`src/design/ppmd_pkg.sv`:
```
// Shared types and constants for the PPM decoder with vote filter.
// Used by ppmd_alu and ppm_decoder_with_vote_filter; no dependencies.
package ppmd_pkg;

	localparam int TP_W      = 16;               // timer_period width, multiply steps
	localparam int STEP_W    = $clog2(TP_W);
	localparam int CFG_IDX_W = 8;
	localparam int CFG_W     = 16;
	localparam int HDEPTH    = 3;
	localparam int EDGE_W    = 7;

	localparam logic [EDGE_W-1:0] EDGE_SAT = 7'd100;

	localparam logic [CFG_IDX_W-1:0] REG_TIMER_PERIOD = 8'd0;
	localparam logic [CFG_IDX_W-1:0] REG_PULSE_MIN    = 8'd1;
	localparam logic [CFG_IDX_W-1:0] REG_PULSE_MAX    = 8'd2;
	localparam logic [CFG_IDX_W-1:0] REG_SYNC_GAP     = 8'd3;

	localparam logic [CFG_W-1:0] TIMER_PERIOD_RST = 16'd10000;
	localparam logic [CFG_W-1:0] PULSE_MIN_RST    = 16'd800;
	localparam logic [CFG_W-1:0] PULSE_MAX_RST    = 16'd2200;
	localparam logic [CFG_W-1:0] SYNC_GAP_RST     = 16'd2500;

	// input tdata, lowest field last in the list
	typedef struct packed {
		logic [15:0] counter_value;
		logic [31:0] period_count;
	} in_data_t;

	// output tdata, lowest field last in the list
	typedef struct packed {
		logic [4:0]        pad;
		logic [EDGE_W-1:0] edge_count;
		logic [3:0]        captured_count;
		logic              synced;
		logic [31:0]       pulse_width;
		logic [11:0]       channel_value;
		logic [2:0]        channel_index;
	} out_data_t;

	// shared add/subtract unit
	typedef struct packed {
		logic [31:0] a;
		logic [31:0] b;
		logic        sub;
	} alu_req_t;

	typedef struct packed {
		logic [31:0] sum;
		logic        carry;    // on subtract: a >= b
	} alu_rsp_t;

endpackage

```
`src/design/ppmd_alu.sv`:
```
// Shared 32-bit adder/subtractor with carry out, used for multiply steps,
// timestamp math, the window and gap compares and the vote's max select. Depends on ppmd_pkg.
module ppmd_alu (
	input  ppmd_pkg::alu_req_t req,
	output ppmd_pkg::alu_rsp_t rsp
);

	logic [32:0] full;

	assign full = {1'b0, req.a} + {1'b0, (req.sub ? ~req.b : req.b)} + 33'(req.sub);

	assign rsp.sum   = full[31:0];
	assign rsp.carry = full[32];

endmodule

```
`config.mk`:
```
export PLATFORM = sky130hd
export DESIGN_NAME = ppmd_alu
export DESIGN_NICKNAME = d
export VERILOG_FILES = /design/src/design/ppmd_pkg.sv /design/src/design/ppmd_alu.sv
export SDC_FILE = /design/constraint.sdc
export NUM_CORES = 1
export LEC_CHECK = 0
export BUFFER_PORTS_ARGS = -buffer_cell sky130_fd_sc_hd__buf_4
export CAP_MARGIN = 20
export CORE_MARGIN = 2
export CORE_UTILIZATION = 54
export DETAILED_ROUTE_END_ITERATION = 10
export GPL_ROUTABILITY_DRIVEN = 0
export GPL_TIMING_DRIVEN = 1
export PLACE_DENSITY_LB_ADDON = 0.2
export SYNTH_ARGS = -nofsm -noshare
export SYNTH_HDL_FRONTEND = slang
export SYNTH_SLANG_ARGS = --single-unit
export TNS_END_PERCENT = 100
```
`constraint.sdc`:
```
create_clock -name vclk -period 11.1
set_clock_uncertainty 0.2 [all_clocks]
set_input_delay 2.775 -clock vclk [all_inputs]
set_output_delay 2.775 -clock vclk [all_outputs]
set_load 0.005 [all_outputs]
```
# After elaboration in Yosys (flattened, before gate mapping)
# Cells that the tools add are included.
# classes
addsub	2
multipliers	0
div_mod_pow	0
n_lt_le_gt_ge	0
n_eq_ne	0
shift	0
mux	1
n_bitwise	1
reduce_logical	0
# ops
op	n
$add A32 B32 Y33	1
$add A33 B1 Y33	1
$mux W32	1
$not A32 Y32	1
# word_totals
ff_bits	0
latch_bits	0
ramBits	0
romBits	0
output_inout_bits	33
word_cells	4
memories	0

# Longest topological paths before layout
# Gate-level depths: netlist of the first run.
# depth
word_depth	4
ltp_mapped	11
mapped_depth_nobuf	10

# Least setup slack after synthesis of the first run
# OpenSTA, ideal clock, no wires.
# synth_timing
path_type	input-to-output
startpoint	in req[0] in the netlist's numbering
endpoint	out rsp[29] in the netlist's numbering
arrival_time_ns	5.517
path_slack_ns	2.608
path_stages	11
path_buffers	2
path_cell_list	buf_2 clkbuf_1 xor2_1 ha_1 a21o_1 a21o_1 a221o_1 a221o_1 a31o_2 a2111oi_0 nor4bb_1
# synth_lines
item	line	rtl
start: declaration	ppmd_alu.sv:4	input ppmd_pkg::alu_req_t req,
end: declaration	ppmd_alu.sv:5	output ppmd_pkg::alu_rsp_t rsp

==> results.py, run 1 <==
metrics = {
    "sta": {
        "endpoints_failing_setup": 0,
        "layout_min_cycle_time_ns": 8.74,
        "worstMarginPinSlew_ns": 0.576,
        "max_slew_margin": 0.616,
        "maxClockFrequency_mhz": 114,
        "layout_worst_path_cycle_share": 0.787,
        "final.hold.worst_slack_ns": 5.62,
        "setup_slack_ns": 2.36,
        "setup_total_negative_slack_ns": 0,
        "grt_setup_unrepaired": "no",
        "slew_viol_final": 0,
        "fin_hold_viols": 0,
    },
    "synthesis": {
        "yosysSeqAreaShare": 0,
        "ys_types": 46,
        "yosys_warnings": 0,
        "netlist_area_sq_um": 2110,
        "syn_avg_cell_area_sq_um": 7.36,
        "synth_fp_nets": 386,
        "number_of_cells_produced_by_synthesis": 286,
    },
    "global_routing": {
        "antenna_found_initial": 0,
        "first_pass_grt_wire_length_mm": 9.34,
        "globalRoute.totalOverflow": 0,
        "grt_start_max_net_pins": 33,
        "grt_pass1_vias": 2268,
        "grt_resource_usage_total": 0.256,
    },
    "routing": {
        "remaining_drc_errors": 0,
        "route.detailed.vias_per_inst": 5.94,
        "detailroute.via_count": 2517,
        "top_layer_used": "met4",
        "post_route_met1_wirelength_mm": 2.61,
        "routed_wire_length_per_instance_microns": 14.2,
        "postRouteWirelength_mm": 6.02,
        "wl_met3_microns": 277,
        "number_of_search_and_repair_iterations_in_the_first_detailed_routing_pass": 4,
        "detail_route.iter0.violations": 244,
        "met2WireLength_mm": 3.10,
        "route.antenna.remaining_nets": 0,
    },
    "floorplanning": {
        "num_rows": 22,
        "starting_density_of_the_core": 0.567,
        "die_height_microns": 66.4,
        "core_area_sq_um": 3720,
        "dieArea_sq_um": 4410,
        "die-width_microns": 66.4,
        "ios": 98,
    },
    "final_layout": {
        "fill_cells": 320,
        "postLayoutCoreUtil": 0.772,
        "layout_commonest_cell": "sky130_fd_sc_hd__buf_4",
        "final.clkbuf_count": 0,
        "finish.net_count": 478,
        "mostFrequentLayoutCells": "sky130_fd_sc_hd__buf_4, sky130_fd_sc_hd__xor2_1, sky130_fd_sc_hd__ha_1, sky130_fd_sc_hd__a21oi_1, sky130_fd_sc_hd__nand2_1",
        "layout.sequential_cells": 0,
        "layout-drive-gt1-share": 0.271,
        "sequential_cell_area_sq_um": 0,
        "area_growth_syn_to_layout_pct": 36.2,
        "antennaDiodeCount": 0,
    },
    "clocking": {
        "cts_setup_buffers": 0,
        "cts_hold_buf": 0,
        "cts_resized": 0,
    },
    "worst_setup_path": {
        "critPathRequiredTime_ns": 8.12,
        "worst-setup-path-type": "primary input to output port",
        "arrival_ns": 5.76,
        "maximum_fanout_along_the_worst_path": 32,
        "worstSetupStartpointType": "primary input",
        "critPathLaunch": "req[0]",
        "cp-end-kind": "output port",
    },
    "job": {
        "drv_cap": 0,
    },
    "pwr": {
        "power-per-cell-area_nw_per_um2": 90.8,
        "leakagePower_nw": 1.48,
        "ir_drop_worst_case_vdd_v": 0.0000568,
        "report.power.total_w": 0.000260,
    },
    "placed_design": {
        "dp_worst_setup_slack_ns": 2.39,
        "place_hpwl_mm": 5.00,
        "numPortBuffers": 98,
    },
    "min_path": {
        "hold_path.class": "primary input to output port",
        "worst_min_delay_path_startpoint": "req[33]",
    },
    "outcome": {
        "outcome": "finished clean",
    },
}
## final cells by class
class	instances	area [sq um]	area share
repair buffers	98	736	0.256
inverters	9	33.8	0.0118
multi-input cells	269	2040	0.711
well taps	48	60.1	0.0209
## cells by family after synthesis
kind of cell	count (synthesis)	share of synthesized area
mux	2	0.00951
compound gates	102	0.329
simple gates	72	0.177
xor+xnor	58	0.241
buf+inv	17	0.0315
fa+ha+maj	35	0.212
## synth_stat cells, types with 4 or more instances
library cell | count | area (sq um)
sky130_fd_sc_hd__a211oi_1 | 4 | 30.0
sky130_fd_sc_hd__a21o_1 | 16 | 120
sky130_fd_sc_hd__a21oi_1 | 31 | 155
sky130_fd_sc_hd__and2_1 | 4 | 25.0
sky130_fd_sc_hd__and3_1 | 6 | 37.5
sky130_fd_sc_hd__clkbuf_1 | 6 | 22.5
sky130_fd_sc_hd__ha_1 | 34 | 425
sky130_fd_sc_hd__inv_1 | 9 | 33.8
sky130_fd_sc_hd__nand2_1 | 19 | 71.3
sky130_fd_sc_hd__nand3_1 | 12 | 60.1
sky130_fd_sc_hd__nor2_1 | 10 | 37.5
sky130_fd_sc_hd__nor2b_1 | 5 | 31.3
sky130_fd_sc_hd__o211ai_1 | 5 | 37.5
sky130_fd_sc_hd__o21a_1 | 5 | 37.5
sky130_fd_sc_hd__o21ai_0 | 8 | 40.0
sky130_fd_sc_hd__o21bai_1 | 6 | 45.0
sky130_fd_sc_hd__o31ai_1 | 4 | 30.0
sky130_fd_sc_hd__xnor2_1 | 17 | 149
sky130_fd_sc_hd__xor2_1 | 41 | 359
## report_power, final
group          internal (W)  switching [W]
logic              0.000135       0.000126
clock network             0              0
registers                 0              0
## layer usage
layer,up-vias,GRT usage
li1,1254,-
met1,1174,0.318
met2,85,0.499
met3,4,0.00681
met4,0,0.0255
met5,-,0
## metrics by stage
step	instances	instance area, sq um
floorplan	286	2110
global placement	424	2870
detailed placement	424	2870
CTS	424	2870
global route	424	2870
finish	424	2870
## worst max-delay path, stage by stage
cell and delay [ns]:
sky130_fd_sc_hd__buf_4 0.42, sky130_fd_sc_hd__xor2_1 0.25, sky130_fd_sc_hd__ha_1 0.30, sky130_fd_sc_hd__a21o_1 0.19, sky130_fd_sc_hd__a21o_1 0.17, sky130_fd_sc_hd__a221o_1 0.36
sky130_fd_sc_hd__a221o_1 0.30, sky130_fd_sc_hd__a31o_2 0.25, sky130_fd_sc_hd__a2111oi_0 0.44, sky130_fd_sc_hd__nor4bb_1 0.12, sky130_fd_sc_hd__buf_4 0.16
## final timing paths
path	end	slack, ns	cells after the start
setup / recovery	rsp[29]	2.36	11
hold / removal	rsp[1]	5.62	3
Note: power is estimated with default switching activity, not from simulation.
==> inputs of run 2 (changes only) <==
--- a/config.mk
+++ b/config.mk
@@ -8,7 +8,7 @@
 export BUFFER_PORTS_ARGS = -buffer_cell sky130_fd_sc_hd__buf_4
 export CAP_MARGIN = 20
 export CORE_MARGIN = 2
-export CORE_UTILIZATION = 54
+export CORE_UTILIZATION = 50
 export DETAILED_ROUTE_END_ITERATION = 10
 export GPL_ROUTABILITY_DRIVEN = 0
 export GPL_TIMING_DRIVEN = 1
==> constraint.sdc (replaced) <==
create_clock -name vclk -period 9.05
set_clock_uncertainty 0.2 [all_clocks]
set_input_delay 2.2625 -clock vclk [all_inputs]
set_output_delay 2.2625 -clock vclk [all_outputs]
set_load 0.005 [all_outputs]
==> run 2 against run 1 <==
Against the previous run:
- total power increased by 22%
- die area up 7.5%
- via count shrank 1.7%
- non-clock buffer count did not move
- first-iteration DRC count down 53%
- sequential share of layout area stayed put
- critical path depth stayed put
- utilization decreased by 5.9 points
- wire length shrank 3.9%
- worst setup slack worse by 1.1 ns
- critical path type unchanged
- largest power group unchanged
- highest routed layer unchanged
==> results.py, run 2 (synthesis results as in run 1) <==
metrics = {
    "final_layout": {
        "finish.net_count": 478,
        "final_area_sq_um": 2870,
        "final.clkbuf_count": 0,
        "layout.sequential_cells": 0,
        "layout-drive-gt1-share": 0.271,
        "antennaDiodeCount": 0,
        "mostFrequentLayoutCells": "sky130_fd_sc_hd__buf_4, sky130_fd_sc_hd__xor2_1, sky130_fd_sc_hd__ha_1, sky130_fd_sc_hd__a21oi_1, sky130_fd_sc_hd__nand2_1",
        "area_growth_syn_to_layout_pct": 36.4,
        "sequential_cell_area_sq_um": 0,
        "layout_commonest_cell": "sky130_fd_sc_hd__buf_4",
    },
    "sta": {
        "grt_setup_unrepaired": "no",
        "endpoints_failing_setup": 0,
        "max_slew_margin": 0.630,
        "layout_min_cycle_time_ns": 7.74,
        "worstMarginPinSlew_ns": 0.555,
        "final.hold.worst_slack_ns": 4.61,
        "maxClockFrequency_mhz": 129,
        "setup_total_negative_slack_ns": 0,
        "layout_worst_path_cycle_share": 0.855,
        "fin_hold_viols": 0,
        "slew_viol_final": 0,
    },
    "worst_setup_path": {
        "path_cells": "buf_4 -> xor2_1 -> ha_1 -> a21o_1 -> a21o_1 -> a221o_1 -> a221o_1 -> a31o_2 -> a2111oi_0 -> nor4bb_1 -> buf_4",
        "maximum_fanout_along_the_worst_path": 32,
        "cp-end-kind": "output port",
        "cp_num_buf_inv": 2,
        "critPathRequiredTime_ns": 6.59,
        "slowest_cp_cell": "sky130_fd_sc_hd__a2111oi_0",
        "arrival_ns": 5.28,
        "critPathTopFamily": "compound AO/OA/AOI/OAI gates",
        "worstSetupStartpointType": "primary input",
        "cpPeakStageDelay_ns": 0.48,
        "worst-setup-path-type": "primary input to output port",
    },
    "routing": {
        "remaining_drc_errors": 0,
        "route.antenna.remaining_nets": 0,
        "detail_route.iter0.violations": 115,
        "number_of_search_and_repair_iterations_in_the_first_detailed_routing_pass": 4,
        "routed_wire_length_per_instance_microns": 13.6,
        "route.detailed.vias_per_inst": 5.81,
        "detailroute.via_count": 2474,
        "postRouteWirelength_mm": 5.79,
    },
    "global_routing": {
        "grt_resource_usage_total": 0.235,
        "globalRoute.totalOverflow": 0,
        "grt_start_max_net_pins": 33,
        "met2_usage": 0.438,
        "antenna_found_initial": 0,
        "grt_use_met3": 0.00162,
        "grt_use_met1": 0.319,
        "grt_pass1_vias": 2137,
        "first_pass_grt_wire_length_mm": 9.03,
        "grt.busiest_layer": "met2",
    },
    "job": {
        "drv_cap": 0,
    },
    "pwr": {
        "p_sw_frac": 0.480,
        "ir_drop_worst_case_vdd_v": 0.0000700,
        "report.power.total_w": 0.000318,
        "sequentialPowerShare": 0,
        "combPwrFrac": 1.000,
        "power-per-cell-area_nw_per_um2": 111,
        "leakagePower_nw": 1.48,
        "power.share.clock": 0,
        "power_report.internal_total_w": 0.000165,
        "switchingPower_w": 0.000153,
    },
    "floorplanning": {
        "die_height_microns": 68.9,
        "die-width_microns": 68.9,
        "num_rows": 23,
        "ios": 98,
        "starting_density_of_the_core": 0.523,
        "core_area_sq_um": 4030,
        "dieArea_sq_um": 4750,
    },
    "placed_design": {
        "numPortBuffers": 98,
        "post_dp_cell_area_sq_um": 2870,
        "place_hpwl_mm": 4.78,
    },
    "clocking": {
        "cts_setup_buffers": 0,
        "cts_resized": 0,
        "cts_hold_buf": 0,
    },
    "min_path": {
        "hold_path_depth": 3,
        "worst_min_delay_path_startpoint": "req[33]",
        "hold_path.class": "primary input to output port",
        "timing.hold.worst_endpoint": "rsp[1]",
    },
    "outcome": {
        "outcome": "finished clean",
    },
}
run 2: cell counts in the layout (fill, tap and decap cells not counted):
No cell type changed its count.
run 2: metal layers:
layer | up-vias | routed length [microns] | part of all wire
met4 | 0 | 12 | 0.0021
li1 | 1254 | - | -
met5 | - | 0 | 0
met2 | 73 | 2920 | 0.51
met3 | 2 | 234 | 0.040
met1 | 1145 | 2620 | 0.45
run 2: power groups by stage:
stage	Sequential, W	Clock [W]	Combinational, W
after floorplan	0	0	0.000188
after CTS	0	0	0.000317
final	0	0	0.000318
after global routing	0	0	0.000351
after detailed placement	0	0	0.000315
after global placement	0	0	0.000311
run 2: cell type report:
type | instances | area (sq um)
inverters | 9 | 33.8
fillers | 373 | 1160
repair buffers | 98 | 736
well taps | 50 | 62.6
multi-input cells | 269 | 2040
run 2: worst max-delay path by stage:
stage / endpoint / slack [ns] / from / depth (start not counted)
after global routing: rsp[0] / 1.15 / req[0] / 12
after detailed placement: rsp[0] / 1.38 / req[0] / 12
after floorplan: rsp[29] / 1.58 / req[0] / 11
after CTS: rsp[0] / 1.36 / req[0] / 12
after global placement: rsp[0] / 1.44 / req[0] / 12
final: rsp[29] / 1.31 / req[0] / 11
run 2: per-stage QoR:
stage / cells / utilization / worst slack [ns]
4_1_cts: 426 / 0.713 / 1.36
5_1_grt: 426 / 0.713 / 1.15
3_3_place_gp: 426 / 0.713 / 1.44
6_report: 426 / 0.713 / 1.31
3_5_place_dp: 426 / 0.713 / 1.38
2_1_floorplan: 286 / - / 1.58
==> inputs of run 3 (changes only) <==
--- a/config.mk
+++ b/config.mk
@@ -7,6 +7,7 @@
 export LEC_CHECK = 0
 export BUFFER_PORTS_ARGS = -buffer_cell sky130_fd_sc_hd__buf_4
 export CAP_MARGIN = 20
+export CORE_ASPECT_RATIO = 1.25
 export CORE_MARGIN = 2
 export CORE_UTILIZATION = 50
 export DETAILED_ROUTE_END_ITERATION = 10
==> run 3 against run 2 <==
Against the previous run:
- clock-buffer cell count did not move
- critical path depth is 1 higher
- sequential share of layout area unchanged
- non-clock buffer count stayed put
- fmax grew 0.77%
- largest cell class unchanged
- total power grew 0.73%
- critical path type unchanged
- combinational power is essentially flat
- die area is essentially flat
- critical endpoint is now rsp[0]
- via count is 0.77% higher
- global-route usage increased by 1.6 points
- cell count grew 1.4%
- final area up 0.26%
==> results.py, run 3 (synthesis results as in run 1) <==
metrics = {
    "placed_design": {
        "place_hpwl_mm": 5.09,
        "dp_worst_setup_slack_ns": 1.34,
        "post_dp_cell_area_sq_um": 2880,
        "place.detailed.instances": 432,
        "numPortBuffers": 98,
    },
    "worst_setup_path": {
        "maximum_fanout_along_the_worst_path": 32,
        "cpPeakStageDelay_ns": 0.43,
        "critPathRequiredTime_ns": 6.59,
        "worst-setup-path-type": "primary input to output port",
        "worstSetupStartpointType": "primary input",
        "critPathTopFamily": "compound AO/OA/AOI/OAI gates",
        "cp-end-kind": "output port",
        "cp_num_buf_inv": 3,
        "arrival_ns": 5.22,
        "path_cells": "buf_4 -> xor2_1 -> inv_1 -> fa_1 -> nor2b_1 -> o21bai_1 -> a31oi_1 -> o22ai_1 -> a21oi_1 -> a21oi_1 -> o31ai_1 -> buf_4",
        "slowest_cp_cell": "sky130_fd_sc_hd__fa_1",
    },
    "routing": {
        "number_of_search_and_repair_iterations_in_the_first_detailed_routing_pass": 4,
        "route.antenna.remaining_nets": 0,
        "postRouteWirelength_mm": 6.10,
        "detailroute.via_count": 2493,
        "routed_wire_length_per_instance_microns": 14.1,
        "route.detailed.vias_per_inst": 5.77,
        "detail_route.iter0.violations": 89,
        "remaining_drc_errors": 0,
    },
    "sta": {
        "setup_total_negative_slack_ns": 0,
        "slew_viol_final": 0,
        "max_slew_margin": 0.664,
        "maxClockFrequency_mhz": 130,
        "layout_worst_path_cycle_share": 0.849,
        "worstMarginPinSlew_ns": 0.504,
        "fin_hold_viols": 0,
        "endpoints_failing_setup": 0,
        "grt_setup_unrepaired": "no",
        "layout_min_cycle_time_ns": 7.68,
        "setup_slack_ns": 1.37,
    },
    "final_layout": {
        "antennaDiodeCount": 0,
        "area_growth_syn_to_layout_pct": 36.7,
        "finish.net_count": 478,
        "layout_commonest_cell": "sky130_fd_sc_hd__buf_4",
        "layout.cells.non_filler": 432,
        "postLayoutCoreUtil": 0.708,
        "mostFrequentLayoutCells": "sky130_fd_sc_hd__buf_4, sky130_fd_sc_hd__xor2_1, sky130_fd_sc_hd__ha_1, sky130_fd_sc_hd__a21oi_1, sky130_fd_sc_hd__nand2_1",
        "final.clkbuf_count": 0,
        "sequential_cell_area_sq_um": 0,
        "final_area_sq_um": 2880,
        "fill_cells": 357,
        "layout.sequential_cells": 0,
        "layout-drive-gt1-share": 0.271,
    },
    "job": {
        "drv_cap": 0,
    },
    "global_routing": {
        "grt_use_met3": 0.0153,
        "grt_use_met1": 0.278,
        "met2_usage": 0.486,
        "grt.busiest_layer": "met2",
        "first_pass_grt_wire_length_mm": 9.87,
        "antenna_found_initial": 0,
        "grt_pass1_vias": 2399,
        "globalRoute.totalOverflow": 0,
        "grt_resource_usage_total": 0.251,
        "grt_start_max_net_pins": 33,
    },
    "floorplanning": {
        "dieArea_sq_um": 4750,
        "ios": 98,
        "core_area_sq_um": 4070,
        "die-width_microns": 62.0,
        "num_rows": 26,
        "starting_density_of_the_core": 0.518,
        "die_height_microns": 76.6,
    },
    "pwr": {
        "leakagePower_nw": 1.48,
        "power-per-cell-area_nw_per_um2": 111,
        "ir_drop_worst_case_vdd_v": 0.0000628,
    },
    "clocking": {
        "cts_hold_buf": 0,
        "cts_setup_buffers": 0,
        "cts_resized": 0,
    },
    "outcome": {
        "outcome": "finished clean",
    },
    "min_path": {
        "hold_path.class": "primary input to output port",
    },
}
run 3: cell counts in the layout (fill, tap and decap cells not counted):
No cell type changed its count.
run 3: final cells by class:
type / instances / area, sq um / area share
repair buffers: 98 / 736 / 0.256
multi-input cells: 269 / 2040 / 0.708
inverters: 9 / 33.8 / 0.0117
well taps: 56 / 70.1 / 0.0243
run 3: routing by layer:
| metal | vias up | part of all wire |
|---|---|---|
| li1 | 1249 | - |
| met1 | 1159 | 0.38 |
| met2 | 81 | 0.56 |
| met3 | 4 | 0.050 |
| met4 | 0 | 0.0059 |
| met5 | - | 0 |
run 3: power by group:
| part | leakage, nW | switching [W] | internal (W) |
|---|---|---|---|
| sequential | 0 | 0 | 0 |
| clock | 0 | 0 | 0 |
| combinational | 1.48 | 0.000155 | 0.000165 |
| total | 1.48 | 0.000155 | 0.000165 |
run 3: worst paths after layout:
path | startpoint | endpoint | slack (ns) | cells after the start
worst min-delay path | req[33] | rsp[1] | 4.61 | 3
worst max-delay path | req[0] | rsp[0] | 1.37 | 12
run 3: worst min-delay path: stages:
cell,delay [ns]
sky130_fd_sc_hd__buf_4,0.09
sky130_fd_sc_hd__xor2_1,0.06
sky130_fd_sc_hd__buf_4,0.13
run 3: metrics by stage:
step	hold slack, ns	total power, W
2_1_floorplan	4.38	0.000188
3_3_place_gp	4.59	0.000313
3_5_place_dp	4.61	0.000318
4_1_cts	4.61	0.000320
5_1_grt	4.61	0.000352
6_report	4.61	0.000320
